### src/sv/pip_pkg.sv
`timescale 1ns / 1ps

package pip_pkg;

  localparam int COORD_WIDTH_DEF  = 32;
  localparam int MAX_VERTICES_DEF = 4;

  // Stream field layout
  localparam int FIELD_W      = 32;
  localparam int NUM_VERT     = 4;
  localparam int VCOUNT_W     = 3;
  localparam int COUNT_W      = 3;
  localparam int PX_LSB       = 0;
  localparam int PY_LSB       = FIELD_W;
  localparam int VERT_LSB     = 2 * FIELD_W;
  localparam int VCOUNT_LSB   = (2 + 2 * NUM_VERT) * FIELD_W;
  localparam int IN_FIELDS_W  = VCOUNT_LSB + VCOUNT_W;
  localparam int IN_TDATA_W   = ((IN_FIELDS_W + 7) / 8) * 8;
  localparam int OUT_FIELDS_W = 1 + COUNT_W;
  localparam int OUT_TDATA_W  = ((OUT_FIELDS_W + 7) / 8) * 8;

  // Pipeline: input reg, edge diff, edge select, partial products, product sum, output reg
  localparam int NUM_STAGES = 6;

  // Load enables for the two register stages inside a datapath unit
  typedef struct packed {
    logic ld_a;
    logic ld_b;
  } pip_ld_t;

endpackage

### src/sv/pip_edge.sv
`timescale 1ns / 1ps

module pip_edge #(
  parameter int COORD_WIDTH = pip_pkg::COORD_WIDTH_DEF
) (
  input  logic                          clk,
  input  pip_pkg::pip_ld_t              ld,
  input  logic                          edge_used,
  input  logic signed [COORD_WIDTH-1:0] px,
  input  logic signed [COORD_WIDTH-1:0] py,
  input  logic signed [COORD_WIDTH-1:0] xi,
  input  logic signed [COORD_WIDTH-1:0] yi,
  input  logic signed [COORD_WIDTH-1:0] xj,
  input  logic signed [COORD_WIDTH-1:0] yj,
  output logic signed [COORD_WIDTH:0]   dyp,
  output logic signed [COORD_WIDTH:0]   dxe,
  output logic signed [COORD_WIDTH:0]   dxp,
  output logic signed [COORD_WIDTH:0]   dye,
  output logic                          hit_en
);

  localparam int DW = COORD_WIDTH + 1;

  logic signed [DW-1:0] px_x, py_x, xi_x, yi_x, xj_x, yj_x;

  // Stage A: every difference and compare for both edge orientations
  logic signed [DW-1:0] dyi_r, dyj_r, dxij_r, dxji_r, dyij_r, dyji_r, dxpi_r, dxpj_r;
  logic                 lt_r, eq_r, pgi_r, pgj_r, pli_r, plj_r, used_r;

  // Stage B: operands oriented from the lower end of the edge
  logic signed [DW-1:0] dyp_r, dxe_r, dxp_r, dye_r;
  logic                 en_r;

  assign px_x = $signed({px[COORD_WIDTH-1], px});
  assign py_x = $signed({py[COORD_WIDTH-1], py});
  assign xi_x = $signed({xi[COORD_WIDTH-1], xi});
  assign yi_x = $signed({yi[COORD_WIDTH-1], yi});
  assign xj_x = $signed({xj[COORD_WIDTH-1], xj});
  assign yj_x = $signed({yj[COORD_WIDTH-1], yj});

  always_ff @(posedge clk) begin
    if (ld.ld_a) begin
      dyi_r  <= py_x - yi_x;
      dyj_r  <= py_x - yj_x;
      dxij_r <= xj_x - xi_x;
      dxji_r <= xi_x - xj_x;
      dyij_r <= yj_x - yi_x;
      dyji_r <= yi_x - yj_x;
      dxpi_r <= px_x - xi_x;
      dxpj_r <= px_x - xj_x;
      lt_r   <= yi < yj;
      eq_r   <= yi == yj;
      pgi_r  <= py > yi;
      pgj_r  <= py > yj;
      pli_r  <= py <= yi;
      plj_r  <= py <= yj;
      used_r <= edge_used;
    end
  end

  always_ff @(posedge clk) begin
    if (ld.ld_b) begin
      if (lt_r) begin
        dyp_r <= dyi_r;
        dxe_r <= dxij_r;
        dxp_r <= dxpi_r;
        dye_r <= dyij_r;
        en_r  <= used_r && !eq_r && pgi_r && plj_r;
      end else begin
        dyp_r <= dyj_r;
        dxe_r <= dxji_r;
        dxp_r <= dxpj_r;
        dye_r <= dyji_r;
        // horizontal edges drop out through eq_r
        en_r  <= used_r && !eq_r && pgj_r && pli_r;
      end
    end
  end

  assign dyp    = dyp_r;
  assign dxe    = dxe_r;
  assign dxp    = dxp_r;
  assign dye    = dye_r;
  assign hit_en = en_r;

endmodule

### config.mk
export PLATFORM = sky130hd
export DESIGN_NAME = pip_edge
export DESIGN_NICKNAME = d
export VERILOG_FILES = /design/src/sv/pip_pkg.sv /design/src/sv/pip_edge.sv
export SDC_FILE = /design/constraint.sdc
export NUM_CORES = 1
export LEC_CHECK = 0
export ABC_AREA = 1
export ABC_CLOCK_PERIOD_IN_PS = 2100
export BUFFER_PORTS_ARGS = -buffer_cell sky130_fd_sc_hd__buf_4
export CORE_ASPECT_RATIO = 1.2
export CORE_MARGIN = 1.5
export CORE_UTILIZATION = 45
export CTS_BUF_LIST = sky130_fd_sc_hd__clkbuf_4
export DETAILED_ROUTE_END_ITERATION = 12
export GPL_ROUTABILITY_DRIVEN = 0
export HOLD_SLACK_MARGIN = 0.05
export PLACE_DENSITY = 0.63
export SYNTH_ARGS = -nofsm -noshare
export SYNTH_HDL_FRONTEND = slang
export SYNTH_SLANG_ARGS = --single-unit
### constraint.sdc
create_clock -name clk -period 2.1 [get_ports clk]
set_clock_uncertainty 0.05 [all_clocks]
set_input_delay 0.315 -clock clk [delete_from_list [all_inputs] [get_ports clk]]
set_output_delay 0.315 -clock clk [all_outputs]
set_load 0.02 [all_outputs]
==> results by group <==
Placed design
  • Final HPWL from detailed placement: 90700 µm
  • Port bufs: 328
  • Placed cell count: 5777

Worst setup path
  • Crit path kind: in2reg
  • Crit path DAT: 2680 ps
  • Critical path data required time: 2700 ps
  • Slack of the worst reg-to-reg path: between 400 and 500 ps
  • Worst setup EP type: flip-flop
  • Maximum cell stage delay along the critical path: 560 ps
  • Cell seen most often among critical-path stages: sky130_fd_sc_hd__dlygate4sd3_1
  • Cell type group with the largest total delay on the critical path: buffers and inverters
  • Worst path bufs/invs: 6
  • CP max FO: 4
  • Series of cell instances along the critical path: dlygate4sd3_1, buf_4, inv_4, ha_4, dlygate4sd3_1, buf_4, xor2_1, dlygate4sd3_1
  • Standard cell with the maximum stage delay on the critical path: sky130_fd_sc_hd__dlygate4sd3_1
  • Worst Setup Start Kind: input pin

STA
  • Worst slew pin tran: 583 ps
  • Final setup violation count: 0
  • Worst relative slew slack: 60.7%
  • Setup Total Neg Slack: 0 ps
  • Min cycle time layout: between 2000 and 2500 ps
  • Final slew viol count: 0
  • Fin crit share: 99.3%
  • Number of failing hold endpoints at the final stage: 0
  • Maximum clock frequency: 480 MHz
  • Unrepaired setup endpoints after global routing: true
  • Final worst hold slack: approximately 110 ps

Clocking
  • H-tree depth reported by CTS: 3
  • Later-pin clock latency in the skew report: 940 ps
  • Clk buf depth: 3
  • Clock tree root buffer cell: sky130_fd_sc_hd__clkbuf_4
  • CTS clk-pin slew, worst paths: around 70 ps
  • CTS tree: yes
  • Total CTS buffers: 106
  • Number of clock sinks: 402

Global routing
  • Number of antenna violations at the first check in global routing: 8
  • Number of global-route vias before repair: around 31000
  • Largest net degree at the start of global routing: 72
  • Total global routing track utilization: between 30% and 40%
  • Wire length of the first global-routing pass: 167000 µm
  • Aggregate global routing overflow: 0

Final layout
  • Area grow syn2layout: 38.5%
  • Fraction of final layout cells with drive strength greater than 1: around a quarter
  • Final core utilization: 63.1%
  • Fin nets: about 5600
  • Commonest non-fill, non-tap cell in the layout: sky130_fd_sc_hd__nand2_1
  • Fill cells: 5905
  • Final standard cell count with taps included and fillers excluded: 6118
  • Leading cell types in the layout, fill and taps excluded: sky130_fd_sc_hd__nand2_1, sky130_fd_sc_hd__buf_4, sky130_fd_sc_hd__inv_1, sky130_fd_sc_hd__edfxtp_1, sky130_fd_sc_hd__nor2_1

Synth
  • Seq/Total Area, Yosys: 40.2%
  • Synthesized area divided by synthesized cell count: 7.62 µm²
  • Syn. warnings: 0
  • Post-Synthesis Cells: between 3000 and 4000
  • Number of unique standard cell types used by synthesis: 40
  • Total of flip-flops plus latches after synthesis: roughly 400
  • Post-synthesis cell area: 30000 µm²
  • Synth Net Count: approximately 4400

Hold path
  • Hold WC Path Type: in2reg

Floorplanning
  • Std-Cell Core Area: 66000 µm²
  • Die Footprint: between 60000 and 70000 µm²
  • Die Ht: 286 µm
  • Io pins: 329
  • Site Rows: 103
  • Chip Width: 239 µm
  • Effective utilization at floorplan: between 40 and 50%

Detailed routing
  • Vias per inst: 5.11
  • Detailed router's first-iteration violation count: 2157
  • WL final: 112000 µm
  • Detail Route Antenna Nets: 0
  • Wire length per cell: 18.3 µm
  • Total via count in the routed design: 31300
  • Remaining DRCs: 0
  • Iteration count of the initial detailed-routing pass: 6

Pwr
  • Leakage power summed over all cells: ~21 nW
  • Maximum VDD drop: 473 µV
  • P per Cell Area: ~670 nW/µm²

Job
  • Count of max-cap constraint violations: 0

Status
  • Status: completed
==> cell families (layout without fill, tap and decap cells) <==
logic type	after synthesis	after routing	synth area share, %
AO/OA/AOI/OAI	563	563	9.95
XOR/XNOR	145	145	4.23
adder cells (fa/ha/maj)	267	267	11.3
buffers and inverters	532	1812	6.85
flip-flops	402	402	40.2
other	0	3	0
AND/OR/NAND/NOR	2034	2034	27.5
==> synthesized netlist by cell type (all sizes together) <==
master | count | area (µm²)
xnor2 | 11 | 96.3
o21ai | 180 | 905
buf | 13 | 77.6
a31oi | 2 | 12.5
and2 | 8 | 50.1
inv | 464 | 1740
nand3 | 180 | 936
clkinv | 2 | 7.51
o211ai | 22 | 170
a21o | 22 | 165
nor3 | 21 | 135
ha | 259 | 3240
nor2 | 362 | 1430
nand4 | 35 | 219
fa | 8 | 160
nand2 | 1413 | 5350
xor2 | 134 | 1170
a21oi | 319 | 1600
o21bai | 13 | 97.6
nor4 | 14 | 130
nand3b | 1 | 7.51
edfxtp | 402 | 12100
clkbuf | 53 | 230
o21a | 5 | 37.5
==> power by group <==
group | internal [mW] | leakage [nW] | switching (mW) | total [mW]
clock | 3.52 | 0.783 | 3.49 | 7.02
combinational | 4.20 | 16.1 | 5.83 | 10.0
sequential | 10.5 | 3.95 | 0.313 | 10.8
total | 18.2 | 20.8 | 9.64 | 27.8
==> worst register-to-register path, delay by kind of cell (launching register included) <==
family	cells	cell delay, ps
flops	1	450
simple gates	2	370
buf+inv	2	610
==> state kept, by name, summed over array words and instances, names as in the netlist, 33 cells and up <==
register,cells
dxpj_r,33
dyj_r,33
dxe,33
dye,33
dyi_r,33
dxij_r,33
dyji_r,33
dxp,33
dyp,33
dxpi_r,33
==> final timing paths <==
| path | start | end | depth (start not counted) |
|---|---|---|---|
| worst max-delay path | xj[4] | dxpj_r[4] | 8 |
| worst max register to register | lt_r | dyp[14] | 4 |
| worst min-delay path | yj[14] | dyj_r[14] | 4 |
| worst min register to register | dxij_r[0] | dxe[0] | 0 |
==> layout make-up <==
cell class                 instances  area, µm²  share of cell area [%]
tap                              892       1120                    2.68
clock buffer                     143       1070                    2.58
timing repair buffer            1163       9280                    22.3
inverter                         466       1750                    4.22
clock inverter                    40        258                   0.619
multi-input combinational       3009      16100                    38.6
sequential                       402      12100                    29.0
antenna                            3       7.51                  0.0180
==> layer usage <==
metal | GRT usage [%] | part of all wire, % | vias to the layer above
met3 | 5.25 | 6.1 | 414
li1 | - | - | 15400
met4 | 23.5 | 7.7 | 8
met1 | 32.8 | 35 | 14200
met2 | 59.6 | 51 | 1210
met5 | 0 | 0.055 | -
==> what timing repair did <==
item                                    in CTS  in global routing
endpoints found under the setup margin       0                 60
resized for setup                            0                 42
buffers inserted                             0                  2
hold buffers                               153                  0
hold endpoints to repair                   583                  0
==> stage by stage <==
stage	power (mW)	setup WS (ps)	cell area [µm²]
floorplan	15.6	53.7	30000
global placement	20.4	-431	38600
detailed placement	20.5	-441	38600
CTS	27.9	20.4	41400
global route	29.4	-11.6	41600
finish	27.8	15.6	41600
No activity file was read; power rests on OpenSTA's default activity.
